--- src/sv/ria_pkg.sv ---
package ria_pkg;

  localparam int unsigned Xlen          = 64;
  localparam int unsigned CmdWidth      = 5;
  localparam int unsigned DefQueueDepth = 2;

  // Operation codes as they arrive on the command field.
  typedef enum logic [CmdWidth-1:0] {
    CMD_ADD    = 5'd0,
    CMD_SUB    = 5'd1,
    CMD_AND    = 5'd2,
    CMD_OR     = 5'd3,
    CMD_XOR    = 5'd4,
    CMD_SLL    = 5'd5,
    CMD_SRL    = 5'd6,
    CMD_SRA    = 5'd7,
    CMD_SLT    = 5'd8,
    CMD_SLTU   = 5'd9,
    CMD_MUL    = 5'd10,
    CMD_MULH   = 5'd11,
    CMD_MULHSU = 5'd12,
    CMD_MULHU  = 5'd13,
    CMD_ANDN   = 5'd14,
    CMD_ORN    = 5'd15,
    CMD_XNOR   = 5'd16,
    CMD_ADDW   = 5'd17,
    CMD_SUBW   = 5'd18,
    CMD_SLLW   = 5'd19,
    CMD_SRLW   = 5'd20,
    CMD_SRAW   = 5'd21,
    CMD_MULW   = 5'd22,
    CMD_ROR    = 5'd23,
    CMD_RORW   = 5'd24
  } cmd_e;

  // Decoded function; word forms share the function and set the word flag.
  typedef enum logic [4:0] {
    FN_NONE,
    FN_ADD,
    FN_SUB,
    FN_AND,
    FN_OR,
    FN_XOR,
    FN_ANDN,
    FN_ORN,
    FN_XNOR,
    FN_SLL,
    FN_SRL,
    FN_SRA,
    FN_ROR,
    FN_SLT,
    FN_SLTU,
    FN_MUL,
    FN_MULH,
    FN_MULHSU,
    FN_MULHU
  } fn_e;

  typedef struct packed {
    fn_e  fn;
    logic word;
    logic illegal;
  } uop_t;

  typedef struct packed {
    uop_t            uop;
    logic [Xlen-1:0] a;
    logic [Xlen-1:0] b;
  } qent_t;

endpackage

--- src/sv/ria_queue.sv ---
module ria_queue import ria_pkg::*; #(
  parameter int unsigned Depth = DefQueueDepth
) (
  input  logic  clk_i,
  input  logic  rst_ni,
  input  logic  push_i,
  input  qent_t entry_i,
  output logic  full_o,
  input  logic  pop_i,
  output logic  valid_o,
  output qent_t entry_o
);

  localparam int unsigned PtrW = (Depth > 1) ? $clog2(Depth) : 1;
  localparam int unsigned CntW = $clog2(Depth + 1);

  qent_t            mem_q [Depth];
  logic [PtrW-1:0]  wr_ptr_q, wr_ptr_d;
  logic [PtrW-1:0]  rd_ptr_q, rd_ptr_d;
  logic [CntW-1:0]  count_q, count_d;
  logic             do_pop;

  assign full_o  = (count_q == CntW'(Depth));
  assign valid_o = (count_q != '0);
  assign entry_o = mem_q[rd_ptr_q];
  assign do_pop  = pop_i && valid_o;

  always_comb begin
    wr_ptr_d = wr_ptr_q;
    rd_ptr_d = rd_ptr_q;
    count_d  = count_q;
    if (push_i) begin
      wr_ptr_d = (wr_ptr_q == PtrW'(Depth - 1)) ? '0 : wr_ptr_q + 1'b1;
    end
    if (do_pop) begin
      rd_ptr_d = (rd_ptr_q == PtrW'(Depth - 1)) ? '0 : rd_ptr_q + 1'b1;
    end
    if (push_i && !do_pop) begin
      count_d = count_q + 1'b1;
    end else if (do_pop && !push_i) begin
      count_d = count_q - 1'b1;
    end
  end

  always_ff @(posedge clk_i or negedge rst_ni) begin
    if (!rst_ni) begin
      wr_ptr_q <= '0;
      rd_ptr_q <= '0;
      count_q  <= '0;
    end else begin
      wr_ptr_q <= wr_ptr_d;
      rd_ptr_q <= rd_ptr_d;
      count_q  <= count_d;
    end
  end

  always_ff @(posedge clk_i) begin
    if (push_i) begin
      mem_q[wr_ptr_q] <= entry_i;
    end
  end

endmodule

--- config.mk ---
export PLATFORM = sky130hd
export DESIGN_NAME = ria_queue
export DESIGN_NICKNAME = d
export VERILOG_FILES = /design/src/sv/ria_pkg.sv /design/src/sv/ria_queue.sv
export SDC_FILE = /design/constraint.sdc
export NUM_CORES = 1
export LEC_CHECK = 0
export ABC_CLOCK_PERIOD_IN_PS = 10000
export BUFFER_PORTS_ARGS = -buffer_cell sky130_fd_sc_hd__buf_2
export CAP_MARGIN = 20
export CORE_ASPECT_RATIO = 1.75
export CORE_MARGIN = 2
export CORE_UTILIZATION = 52
export CTS_CLUSTER_SIZE = 40
export DETAILED_ROUTE_END_ITERATION = 8
export PLACE_DENSITY = 0.79
export SYNTH_ARGS = -nofsm -noshare
export SYNTH_HDL_FRONTEND = slang
export SYNTH_SLANG_ARGS = --single-unit
--- constraint.sdc ---
create_clock -name clk_i -period 10 [get_ports clk_i]
set_input_delay 2.5 -clock clk_i [delete_from_list [all_inputs] [get_ports clk_i]]
set_output_delay 2.5 -clock clk_i [all_outputs]
set_load 0.005 [all_outputs]
# After elaboration in Yosys (flattened, before gate mapping)
# Memory sizes are Yosys's and may differ from the RTL's.
# Cells that the tools add are included.
totals:
  register_bits: 4
  mem_bits_rw: 270
  inputBits: 139
  out_inout_bits: 137
  word_cells: 22
  n_memories: 1
memory_table:
  columns: ["memory", "words", "width", "rd", "rd_ports_with_merged_regs", "wr", "line_no", "rtl"]
  rows:
  - ["mem_q", 2, 135, 1, 0, 1, "ria_queue.sv:17", "qent_t mem_q [Depth];"]
op_classes:
  addsub: 4
  eq_ne: 1
  mux: 6
  reduce_logical: 7
op_table:
  columns: ["op", "count"]
  rows:
  - ["two-way mux 1 bit", 4]
  - ["two-way mux 2 bit", 2]
  - ["nonzero test 2 bit", 2]
  - ["logical AND 1 bit", 3]
  - ["adder 1 bit (second input constant)", 2]
  - ["adder 2 x 1 -> 2 bit (second input constant)", 1]
  - ["== test 2 bit (second input constant)", 1]
  - ["zero test 1 bit", 2]
  - ["subtractor 2 x 1 -> 2 bit (second input constant)", 1]

# Longest topological paths before layout
logic_depth:
  depth_word: 5
  depth_mapped: 6

# Least setup slack after synthesis
# No wires, ideal clock.
synth_path:
  kind: "input-to-reg"
  startpoint: "input push_i"
  endpoint: "memory mem_q[0][0] (netlist bit), enable pin"
  setup_ns: 0.647
  t_arrival_ns: 8.347
  path_slack_ns: 1.006
  path_stages: 1
  path_buffers: 0
  cell_sequence: "nor2b_1"
synth_between:
  elab_chain_cells: 2
synth_lines:
  columns: ["element", "line_no", "rtl"]
  rows:
  - ["from (decl)", "ria_queue.sv:6", "input logic push_i,"]
  - ["two-way mux 1 bit", "ria_queue.sv:58", "if (push_i) begin"]
  - ["two-way mux 1 bit (not written as such)", "ria_queue.sv:59", "mem_q[wr_ptr_q] <= entry_i;"]
  - ["to (decl)", "ria_queue.sv:17", null]
# No other way between the ends.

==> impl_metrics.ini <==
[routing]
drt_wl_total_um = 19100
vias_per_cell = 5.07
wl_per_cell_um = 19.3
vias = 5009
number_of_drc_violations_after_detailed_routing_iteration_0 = 236
route.detailed.drc = 0
residual_antenna_violating_net_count_after_detailed_routing = 0
drt_pre_antenna_iters = 4

[synth]
synth-edff-count = 270
synthesis.yosys.warnings = 0
synthArstFlopShare_pct = 1.46
post_synth_main_area_contributors = edfxtp_1, mux2_2, mux2_4
library_cell_with_the_highest_instance_count_after_synthesis = edfxtp_1
count_of_mapped_cells_out_of_synthesis = 436
synth_ff_type = edfxtp_1
synth_largest_type_area_fraction_pct = 80.4
yosys_register_bits = 274
synthTopCellsByCount = edfxtp_1, mux2_2, mux2_4
netlist_area_um2 = 10100
synth_top_area_cell = edfxtp_1
syn_area_per_cell_um2 = 23.1
post_synth_num_cell_types = 14
synth.net_count = 576
synth-seq-area-share_pct = 81.4

[worst_setup_path]
crit_path_max_incr_delay_ns = 0.86
path_depth = 3
worst_r2r_path_depth = 3
cp_endpoint_kind = primary output
element_type_at_the_critical_path_start = register
crit_path_max_fanout = 53
cell_family_with_the_largest_share_of_critical_path_delay = flip-flops
timing.critical_path.arrival_ns = 2.70
cp_cell_sequence = buf_4 -> mux2_2 -> buf_2
timing.critical_path.buf_inv = 2
crit_path_category = reg -> out
crit_path_top_delay_cell = dfrtp_4
crit_required_ns = 7.50

[global_route]
overflow = 0
number_of_global_route_vias_before_repair = 5418
grt_util_all_layers_pct = 18.0
first_pass_grt_wire_length_um = 28100
grt_antenna_before_repair = 3
pin_count_of_the_biggest_net_entering_global_routing = 85

[placed_design]
io_buffers = 275
dp_slack_ns = 5.29
hpwlAfterDp_um = 12800
routabilityCongestion = 0.747

[pwr]
power.static_leakage_uw = 0.00481
powerDensity_nw_per_um2 = 272
vdd.ir_drop.worst_uv = 232

[clocking]
number_of_gates_resized_after_cts = 0
cts.hold.buffers_added = 0
clock_tree_from_tritoncts = yes
clkSinkCount = 274
htree_num_levels = 1
cts_max_path_buffers = 3
postCtsSetupRepairBufs = 0
worst_setup_hold_path_clk_slew_ns = 0.06
root_buffer = clkbuf_16
clk-insertion-delay-late_ns = 0.50
cts_made_buffers = 23

[floorplan]
chipHeight_um = 188
design.core.area_um2 = 19100
floorplan.initialDensity_pct = 52.7
std_cell_rows = 67
die_w_um = 109
io_pins = 276
die_outline_area_um2 = 20600

[layout]
num-fill-cells = 1311
areaGrowthSynthToFinish_pct = 23.8
drive_gt1_share_pct = 60.8
numnets_final = 868

[hold_path]
timing.hold.worst.class = reg -> reg
timing.hold.worst_path_depth = 1

[flow_run]
cap_viol_max_count = 0

[timing]
fin_setup_tns_ns = 0
timing_max_transition_violations_final = 0
slew_headroom_pct = 50.1
setup-violations-final = 0
rsz0062_at_grt = false
fin_worst_hold_slack_ns = 0.510
tightestPinTransition_ns = 0.748
timing.final.crit_period_ns = 5.20
hold_viol_final = 0
clock.fmax_mhz = 192
final.setup.worst_slack_ns = 4.80
clock-skew-final_ns = 0.00950
post-route-period-util_pct = 52.0

[run_status]
outcome = completed
-- per-layer routing --
layer  global-route usage [%]  wire length [µm]  share of wire, %
met1                     19.0              6560                34
met2                     33.8             10600                56
met3                     4.05              1300               6.8
met4                     6.82               557               2.9
met5                        0                11             0.058
-- sequential cells by signal, summed over array words and instances (netlist names) --
signal and cells:
count_q 2, mem_q 270, rd_ptr_q 1, wr_ptr_q 1
-- where the power goes --
group	leakage, µW	internal (µW)	switching, µW
sequential	0.00258	1520	92.3
clock	0.000356	490	367
combinational	0.00188	490	426
total	0.00481	2500	886
-- cell usage in the layout (no fill, tap or decap), drive strengths merged, types with 2 or more instances in the layout --
cell type	instances
dfrtp	4
clkinv	8
edfxtp	270
bufinv	2
nor2b	2
xnor2	2
mux2	135
clkbuf	30
xor2	3
buf	282
diode	2
-- path summary, 6_finish.rpt --
path	start	end	slack [ns]
min in group asynchronous	rst_ni	count_q[1]	1.79
hold reg to reg	count_q[1]	count_q[1]	0.51
hold / removal	count_q[1]	count_q[1]	0.51
max in group asynchronous	rst_ni	rd_ptr_q	8.07
setup reg to reg	wr_ptr_q	mem_q[1][98]	7.78
setup / recovery	rd_ptr_q	entry_o[55]	4.80
-- per-stage QoR --
stage	power [µW]	util [%]	instance area, µm²	std cells
6_report	3390	65.3	12500	987
5_1_grt	3550	65.3	12500	986
4_1_cts	3430	65.0	12400	983
3_5_place_dp	2560	61.2	11700	942
3_3_place_gp	2530	61.2	11700	942
2_1_floorplan	2230	-	10100	436
-- area by class of cell --
class | count | area [µm²] | share of cell area, %
diodes | 2 | 5.00 | 0.0401
flip-flops and latches | 274 | 8210 | 65.8
clock inverters | 11 | 103 | 0.822
repair buffers | 282 | 1470 | 11.8
well taps | 241 | 302 | 2.42
multi-input cells | 147 | 1770 | 14.2
clock buffers | 30 | 622 | 4.98
-- kinds of logic (layout without fill, tap and decap cells) --
logic type | count (synthesis) | after routing | share of synthesized area, %
buf+inv | 15 | 323 | 1.12
other cells | 0 | 2 | 0
xor+xnor | 5 | 5 | 0.435
simple gates | 6 | 6 | 0.323
mux | 135 | 135 | 16.6
fa+ha+maj | 1 | 1 | 0.124
flops | 274 | 274 | 81.4
(Power assumes the default switching activity.)
