<file path="src/sv/ria_pkg.sv">
package ria_pkg;

  localparam int unsigned Xlen          = 64;
  localparam int unsigned CmdWidth      = 5;
  localparam int unsigned DefQueueDepth = 2;

  // Operation codes as they arrive on the command field.
  typedef enum logic [CmdWidth-1:0] {
    CMD_ADD    = 5'd0,
    CMD_SUB    = 5'd1,
    CMD_AND    = 5'd2,
    CMD_OR     = 5'd3,
    CMD_XOR    = 5'd4,
    CMD_SLL    = 5'd5,
    CMD_SRL    = 5'd6,
    CMD_SRA    = 5'd7,
    CMD_SLT    = 5'd8,
    CMD_SLTU   = 5'd9,
    CMD_MUL    = 5'd10,
    CMD_MULH   = 5'd11,
    CMD_MULHSU = 5'd12,
    CMD_MULHU  = 5'd13,
    CMD_ANDN   = 5'd14,
    CMD_ORN    = 5'd15,
    CMD_XNOR   = 5'd16,
    CMD_ADDW   = 5'd17,
    CMD_SUBW   = 5'd18,
    CMD_SLLW   = 5'd19,
    CMD_SRLW   = 5'd20,
    CMD_SRAW   = 5'd21,
    CMD_MULW   = 5'd22,
    CMD_ROR    = 5'd23,
    CMD_RORW   = 5'd24
  } cmd_e;

  // Decoded function; word forms share the function and set the word flag.
  typedef enum logic [4:0] {
    FN_NONE,
    FN_ADD,
    FN_SUB,
    FN_AND,
    FN_OR,
    FN_XOR,
    FN_ANDN,
    FN_ORN,
    FN_XNOR,
    FN_SLL,
    FN_SRL,
    FN_SRA,
    FN_ROR,
    FN_SLT,
    FN_SLTU,
    FN_MUL,
    FN_MULH,
    FN_MULHSU,
    FN_MULHU
  } fn_e;

  typedef struct packed {
    fn_e  fn;
    logic word;
    logic illegal;
  } uop_t;

  typedef struct packed {
    uop_t            uop;
    logic [Xlen-1:0] a;
    logic [Xlen-1:0] b;
  } qent_t;

endpackage

</file>
<file path="src/sv/ria_front.sv">
module ria_front import ria_pkg::*; (
  input  logic                valid_i,
  output logic                ready_o,
  input  logic [CmdWidth-1:0] cmd_i,
  input  logic [Xlen-1:0]     operand_a_i,
  input  logic [Xlen-1:0]     operand_b_i,
  input  logic                q_full_i,
  output logic                push_o,
  output qent_t               entry_o
);

  uop_t uop;

  always_comb begin
    uop = '{fn: FN_NONE, word: 1'b0, illegal: 1'b0};
    case (cmd_i)
      CMD_ADD:    uop.fn = FN_ADD;
      CMD_SUB:    uop.fn = FN_SUB;
      CMD_AND:    uop.fn = FN_AND;
      CMD_OR:     uop.fn = FN_OR;
      CMD_XOR:    uop.fn = FN_XOR;
      CMD_SLL:    uop.fn = FN_SLL;
      CMD_SRL:    uop.fn = FN_SRL;
      CMD_SRA:    uop.fn = FN_SRA;
      CMD_SLT:    uop.fn = FN_SLT;
      CMD_SLTU:   uop.fn = FN_SLTU;
      CMD_MUL:    uop.fn = FN_MUL;
      CMD_MULH:   uop.fn = FN_MULH;
      CMD_MULHSU: uop.fn = FN_MULHSU;
      CMD_MULHU:  uop.fn = FN_MULHU;
      CMD_ANDN:   uop.fn = FN_ANDN;
      CMD_ORN:    uop.fn = FN_ORN;
      CMD_XNOR:   uop.fn = FN_XNOR;
      CMD_ROR:    uop.fn = FN_ROR;
      CMD_ADDW: begin
        uop.fn   = FN_ADD;
        uop.word = 1'b1;
      end
      CMD_SUBW: begin
        uop.fn   = FN_SUB;
        uop.word = 1'b1;
      end
      CMD_SLLW: begin
        uop.fn   = FN_SLL;
        uop.word = 1'b1;
      end
      CMD_SRLW: begin
        uop.fn   = FN_SRL;
        uop.word = 1'b1;
      end
      CMD_SRAW: begin
        uop.fn   = FN_SRA;
        uop.word = 1'b1;
      end
      CMD_MULW: begin
        uop.fn   = FN_MUL;
        uop.word = 1'b1;
      end
      CMD_RORW: begin
        uop.fn   = FN_ROR;
        uop.word = 1'b1;
      end
      default: begin
        uop.illegal = 1'b1;
      end
    endcase
  end

  assign ready_o = !q_full_i;
  assign push_o  = valid_i && !q_full_i;
  assign entry_o = '{uop: uop, a: operand_a_i, b: operand_b_i};

endmodule

</file>
<file path="config.mk">
export PLATFORM = sky130hd
export DESIGN_NAME = ria_front
export DESIGN_NICKNAME = d
export VERILOG_FILES = /design/src/sv/ria_pkg.sv /design/src/sv/ria_front.sv
export SDC_FILE = /design/constraint.sdc
export NUM_CORES = 1
export LEC_CHECK = 0
export BUFFER_PORTS_ARGS = -buffer_cell sky130_fd_sc_hd__buf_2
export CORE_AREA = 10 10 96 98
export DETAILED_ROUTE_END_ITERATION = 6
export DIE_AREA = 0 0 106 108
export SYNTH_ARGS = -nofsm -noshare
export SYNTH_HDL_FRONTEND = slang
export SYNTH_SLANG_ARGS = --single-unit
</file>
<file path="constraint.sdc">
create_clock -name vclk -period 1.69
set_clock_uncertainty 0.05 [all_clocks]
set_input_delay 0.0845 -clock vclk [all_inputs]
set_output_delay 0.0845 -clock vclk [all_outputs]
set_load 0.02 [all_outputs]
</file>
## Word level (Yosys, flattened, before mapping)

Index checks and enable logic that the tools add are counted.

- Output and inout bits: 137
- Register bits: 0
- Logic and storage cells: 39
- Input bits: 135

- Multiplexer cells: 3
- Equal/unequal tests: 24
- Reductions and logical operators: 12

Operators with widths:

| operator | number |
|---|---|
| 5-bit one-hot mux with 18 select lines | 1 |
| 5-bit equality test, second input constant | 9 |
| 5-bit by 4-bit equality test with 1-bit output, second input constant | 8 |
| 25-bit OR reduction | 1 |
| 5-bit by 3-bit equality test with 1-bit output, second input constant | 4 |
| 2-bit OR reduction | 7 |
| 5-bit by 2-bit equality test with 1-bit output, second input constant | 2 |
| 7-bit OR reduction | 1 |
| 5-bit by 1-bit equality test with 1-bit output, second input constant | 1 |
| 5-bit zero test | 1 |
| 1-bit two-way mux | 2 |
| 1-bit logical AND | 1 |
| 1-bit zero test | 1 |

## Logic depth before layout (Yosys ltp)

Gate-level depths: netlist of the first run.

- Depth in word-level cells: 3
- Gate-level depth with buffers: 4
- Depth with buffers taken out: 3

## Worst setup path after synthesis of the first run

Ideal clock, no wire load.

- Path type: input-to-output
- Start: input port cmd_i[0]
- End: output port entry_o[130] (netlist name)
- Slack: 0.580 ns
- Required time: 1.556 ns
- Buffers on the path: 1
- Arrival time: 0.975 ns
- Stages: 4
- Path through: clkbuf_8 nor3b_1 nor3_1 o21ai_0

RTL lines:

| item | line | text |
|---|---|---|
| start: declaration | ria_front.sv:4 | `input logic [CmdWidth-1:0] cmd_i,` |
| end: declaration | ria_front.sv:9 | `output qent_t entry_o` |

==> impl_metrics.ini, run 1 <==
[outcome]
status = finished, final reports clean

[pwr]
power_density_nw_per_um2 = 241
ir_worst_vdd_v = 0.0000259
p_leak_nw = 0.188

[floorplan]
rows = 32
die_w_um = 106
ios = 272
die-area_sq_um = 11400
initial_core_util_pct = 17.9
die_h_um = 108
core_sq_um = 7450

[setup_path]
worst-setup-path-type = in2out
endpoint_kind = output port
start_kind = primary input
slowest_stage = o311a_1
worst_path_most_repeated_cell = buf_2
crit_chain = buf_2, nor2b_2, o311a_1, a211oi_2, buf_2
max_stage_delay_ns = 0.35
worstPathArrival_ns = 1.17
crit_fanout = 15
worstPathRequired_ns = 1.56

[logic_synthesis]
synthMuxAreaShare_pct = 2.34
yosys.area_share.simple_pct = 10.2
synth_nets = 312
avgSynthCellArea_sq_um = 7.54
yosys_warnings = 0
synth_compound_area_share_pct = 10.1
synthesis.area_sq_um = 1340
synth_fa_ha_area_share_pct = 0
syn-instance-count = 177
ys_seq_area_share_pct = 0
yosys.cell_types.count = 33
synth_xor_area_share_pct = 0.656
synth_top_family_by_area = buffers and inverters

[layout]
antenna_cells = 0
drive_above_1_share_pct = 46.7
multiInputGateArea_sq_um = 312
regArea_sq_um = 0
area_growth_pct = -60.5
fin_nets = 197
final_common_cell = buf_2
final_cell_mix = buf_2, nand2_1, nor2_1, o21ai_0
fin_util_pct = 7.07
design_area_sq_um = 527
design.seq.count = 0
nClkBuffers = 0
fin_cells = 162
fill_cells = 896

[route]
vias = 534
met1_length_um = 537
ant_nets = 0
wirelength_mm = 2.33
first_pass_iters = 2
remaining_drc_errors = 0
wl_met2_um = 987
drt_iter0_drc = 8
highest_layer = met4
viasPerCell = 3.30
wl_met3_um = 385
wl_per_cell_um = 14.4

[placement]
hpwlAfterDp_mm = 1.93
dp_cells = 162
dpl_cell_area_sq_um = 527
gp_congestion = 0.664
portBuffers = 16
place_ws_ns = 0.372

[timing]
fin_crit_sh_pct = 77.3
fmax_mhz = 766
setup_viol = 0
rsz0062_at_grt = false
tns_ns = 0
fin_crit_ns = 1.31
relSlewSlack_pct = 79.6
slew_violations = 0
hold_viol = 0
worst_pin_slew_ns = 0.306
layout_setup_ws_ns = 0.384

[global_routing]
grt_max_degree = 17
track_usage_pct = 3.51
grt_overflow = 0
grt_pass1_vias = 542
grt_pass1_wl_mm = 3.26
antenna_found_initial = 0

[job]
cap_violations = 0

[clock_tree]
hold_buffers = 0
post_cts_resized = 0
post_cts_buffers = 0

[min_path]
whs_path_depth = 0
min_path_type = in2out
-- final timing paths --
path / start / slack (ns) / end
setup / recovery: cmd_i[0] / 0.38 / entry_o[133]
hold / removal: operand_a_i[13] / 0.12 / entry_o[77]
-- per-layer routing --
| layer | up-vias | track usage, % |
|---|---|---|
| met3 | 50 | 2.02 |
| met1 | 225 | 2.21 |
| met5 | - | 0 |
| met2 | 59 | 5.08 |
| met4 | 0 | 6.96 |
| li1 | 200 | - |
-- worst max-delay path: cells and delay by family --
kind / cells / cell delay [ns]
AND/OR/NAND/NOR: 1 / 0.21
AO/OA/AOI/OAI: 2 / 0.49
buffers and inverters: 2 / 0.38
-- per-stage QoR --
stage               power (W)  hold WS, ns
floorplan            0.000540        0.196
global placement     0.000129        0.119
detailed placement   0.000130        0.119
CTS                  0.000131        0.119
global route         0.000142        0.119
finish               0.000127        0.119
-- power by group --
group          internal, W  switching [W]  leakage (nW)
clock                    0              0             0
combinational    0.0000497      0.0000775         0.188
sequential               0              0             0
-- area by class of cell --
cell class / count / area share, %
Multi-Input combinational cell: 42 / 59.1
Inverter: 2 / 1.43
Tap cell: 102 / 24.2
Timing Repair Buffer: 16 / 15.2
-- cells by family (layout without fill, tap and decap cells) --
| kind of cell | count (synthesis) | in the layout |
|---|---|---|
| xor gates and xnor gates | 1 | 1 |
| and+or+nand+nor | 23 | 23 |
| muxes | 3 | 3 |
| AOI/OAI and AO/OA | 15 | 15 |
| buffers and inverters | 135 | 18 |
-- cell usage after synthesis, types with 2 or more instances --
cell	instances	area share, %
mux2i_1	2	1.5
or2b_2	2	1.3
nand2_1	4	1.1
clkbuf_8	2	2.1
buf_4	128	72
nor2_1	3	0.84
buf_6	2	1.7
a21oi_1	2	0.75
inv_1	2	0.56
nor3_1	2	0.75
nor3b_1	2	1.1
nor2_2	2	0.94
o21ai_0	3	1.1
nand3_1	2	0.75
(Power assumes the default switching activity.)
==> inputs of run 2 (changes only) <==
CORE_AREA = 10 10 97 99   (was 10 10 96 98)
DIE_AREA = 0 0 107 109   (was 0 0 106 108)
clock period = 1.1 ns   (was 1.69 ns; I/O delays follow)
==> impl_metrics.ini, run 2 (synthesis results as in run 1) <==
[floorplan]
die_h_um = 109
initial_core_util_pct = 17.7
ios = 272
rows = 32
die_w_um = 107
die-area_sq_um = 11700
core_sq_um = 7530

[setup_path]
worstPathRequired_ns = 1.00
worst-setup-path-type = in2out
critPathBufInv = 4
slowest_stage = o311a_2
crit_fanout = 6
max_stage_delay_ns = 0.38
crit_family = buffers and inverters
worst_path_most_repeated_cell = buf_4
start_kind = primary input
crit_chain = buf_12, buf_4, buf_4, o311a_2, buf_2
endpoint_kind = output port
worstPathArrival_ns = 0.98

[timing]
fmax_mhz = 919
hold_viol = 0
slew_violations = 0
fin_crit_sh_pct = 99.0
relSlewSlack_pct = 85.6
worst_pin_slew_ns = 0.216
layout_setup_ws_ns = 0.0114
setup_viol = 0
fin_crit_ns = 1.09
rsz0062_at_grt = true

[placement]
portBuffers = 16
hpwlAfterDp_mm = 2.37
place_ws_ns = -0.102
gp_congestion = 0.709

[global_routing]
antenna_found_initial = 0
grt_pass1_wl_mm = 3.86
track_usage_pct = 4.17
grt_max_degree = 11
grt_pass1_vias = 687
grt_overflow = 0

[outcome]
status = finished, final reports clean

[layout]
fin_nets = 219
final_cell_mix = buf_4, buf_6, buf_2
drive_above_1_share_pct = 67.1
area_growth_pct = -41.6
antenna_cells = 0
design.seq.count = 0
multiInputGateArea_sq_um = 339
regArea_sq_um = 0
fill_cells = 902
final_common_cell = buf_4
fin_util_pct = 10.4
nClkBuffers = 0

[route]
viasPerCell = 3.70
wl_per_cell_um = 15.5
drt_iter0_drc = 14
vias = 681
remaining_drc_errors = 0
ant_nets = 0
first_pass_iters = 3
wirelength_mm = 2.85

[min_path]
min_path_type = in2out

[pwr]
p_leak_nw = 0.325
finalPower_w = 0.000303
power_density_nw_per_um2 = 389
ir_worst_vdd_v = 0.0000525

[clock_tree]
hold_buffers = 0

[job]
cap_violations = 0
-- run 2: cell count changes in the layout (fill, tap and decap cells not counted), sizes merged --
cell / change
buf: +22
-- run 2: per-layer routing --
metal  part of all wire (%)  track usage [%]  vias to the layer above
met5                      0                0                        -
met2                     46             6.54                       81
li1                       -                -                      247
met1                     22             2.35                      291
met4                     19             9.09                        0
met3                     13             1.71                       62
-- run 2: final cells by class --
type,instances,area share (%)
multi-input combinational,42,43.5
tap,102,16.4
inverter,2,0.963
timing repair buffer,38,39.2
-- run 2: what timing repair did --
action,in CTS,in global routing
pin swaps,4,4
buffers inserted,1,4
gates resized for setup,16,11
setup endpoints to repair,6,5
-- run 2: worst paths after layout --
kind | start | to | slack (ns) | depth (start not counted)
setup / recovery | cmd_i[1] | entry_o[128] | 0.01 | 5
hold / removal | operand_b_i[35] | entry_o[35] | 0.06 | 0
-- run 2: metrics by stage --
stage                     setup TNS [ns]  area, sq um  cells  hold WS, ns
after global routing             -0.0290          779    184       0.0600
after floorplan                        0         1340    177        0.137
final                                  0          779    184       0.0600
after detailed placement          -0.350          654    179       0.0601
after global placement            -0.293          654    179       0.0601
after CTS                              0          713    180       0.0601
-- run 2: report_power, final --
group | leakage (nW) | switching, W | internal, W
logic | 0.325 | 0.000144 | 0.000159
registers | 0 | 0 | 0
clock network | 0 | 0 | 0
==> inputs of run 3 (changes only) <==
clock period = 1.05 ns   (was 1.1 ns; I/O delays follow)
==> impl_metrics.ini, run 3 (synthesis results as in run 1) <==
[outcome]
status = complete, but fails checks
violations = setup timing

[clock_tree]
hold_buffers = 0

[timing]
setup_viol = 1
hold_viol = 0
fin_crit_ns = 1.05
slew_violations = 0
whs_ns = 0.0550
worst_pin_slew_ns = 0.192
relSlewSlack_pct = 87.1
layout_setup_ws_ns = -0.00146
fmax_mhz = 951
fin_crit_sh_pct = 100
rsz0062_at_grt = true
tns_ns = -0.00146

[setup_path]
worst-setup-path-type = in2out
start_kind = primary input
max_stage_delay_ns = 0.26
slowest_stage = mux2_2
endpoint_kind = output port
worstPathArrival_ns = 0.95
crit_fanout = 7
worstSetupPathDepth = 5
worstPathRequired_ns = 0.95
crit_family = buffers and inverters
critPathBufInv = 2
crit_start = cmd_i[0]
crit_chain = buf_8, nor2b_4, mux2_2, a211oi_2, buf_4

[placement]
dpl_cell_area_sq_um = 654
place_ws_ns = -0.142
hpwlAfterDp_mm = 2.37
portBuffers = 16
gp_congestion = 0.707

[pwr]
p_sw_w = 0.000150
p_int_w = 0.000165
power_density_nw_per_um2 = 405
finalPower_w = 0.000315
pwr-share-comb_pct = 100.0
ir_worst_vdd_v = 0.0000524
p_leak_nw = 0.317
pwr-share-clk_pct = 0
power_frac_seq_pct = 0
p_sw_share_pct = 47.7

[floorplan]
die_h_um = 109
initial_core_util_pct = 17.7
die-area_sq_um = 11700
rows = 32
core_sq_um = 7530
ios = 272
die_w_um = 107

[global_routing]
track_usage_pct = 4.23
grt_pass1_wl_mm = 3.92
grt_pass1_vias = 664
grt_max_degree = 11
antenna_found_initial = 0
grt_overflow = 0

[layout]
final_common_cell = buf_4
design.seq.count = 0
regArea_sq_um = 0
fill_cells = 899
fin_nets = 216
design_area_sq_um = 778
antenna_cells = 0
area_growth_pct = -41.7
final_cell_mix = buf_4, buf_6, buf_2
drive_above_1_share_pct = 68.4
nClkBuffers = 0

[route]
first_pass_iters = 3
viasPerCell = 3.63
vias = 657
ant_nets = 0
remaining_drc_errors = 0
wirelength_mm = 2.82
drt_iter0_drc = 3
wl_per_cell_um = 15.6

[min_path]
min_path_type = in2out
whs_path_depth = 0
hold_path_startpoint = operand_a_i[45]

[job]
cap_violations = 0
==> run 3: final timing paths <==
| check | end | slack, ns |
|---|---|---|
| hold / removal | entry_o[109] | 0.06 |
| setup / recovery | entry_o[133] | -0.001 |
==> run 3: repair_timing <==
item                       in CTS  in global routing
setup endpoints to repair       6                  6
gates resized for setup        20                 12
setup buffers                   2                  0
pin swaps                       4                  7
==> run 3: metrics by stage <==
| step | utilization (%) | cells |
|---|---|---|
| 2_1_floorplan | - | 177 |
| 6_report | 10.3 | 181 |
| 4_1_cts | 9.67 | 181 |
| 3_3_place_gp | 8.69 | 179 |
| 3_5_place_dp | 8.69 | 179 |
| 5_1_grt | 10.3 | 181 |
==> run 3: area by class of cell <==
class,count,area (sq um),area share [%]
inverter,2,7.51,0.965
multi-input combinational,42,352,45.2
timing repair buffer,35,292,37.5
tap,102,128,16.4
==> run 3: power groups by stage <==
stage	registers (W)	logic (W)	clock network (W)
5_1_grt	0	0.000341	0
2_1_floorplan	0	0.000869	0
4_1_cts	0	0.000302	0
6_report	0	0.000315	0
3_3_place_gp	0	0.000262	0
3_5_place_dp	0	0.000263	0
==> run 3: layer usage <==
metal	wire length (um)	global-route usage, %	vias to the layer above
met2	1290	6.58	79
met3	362	1.71	64
met5	0	0	-
li1	-	-	237
met1	618	2.48	277
met4	551	9.09	0
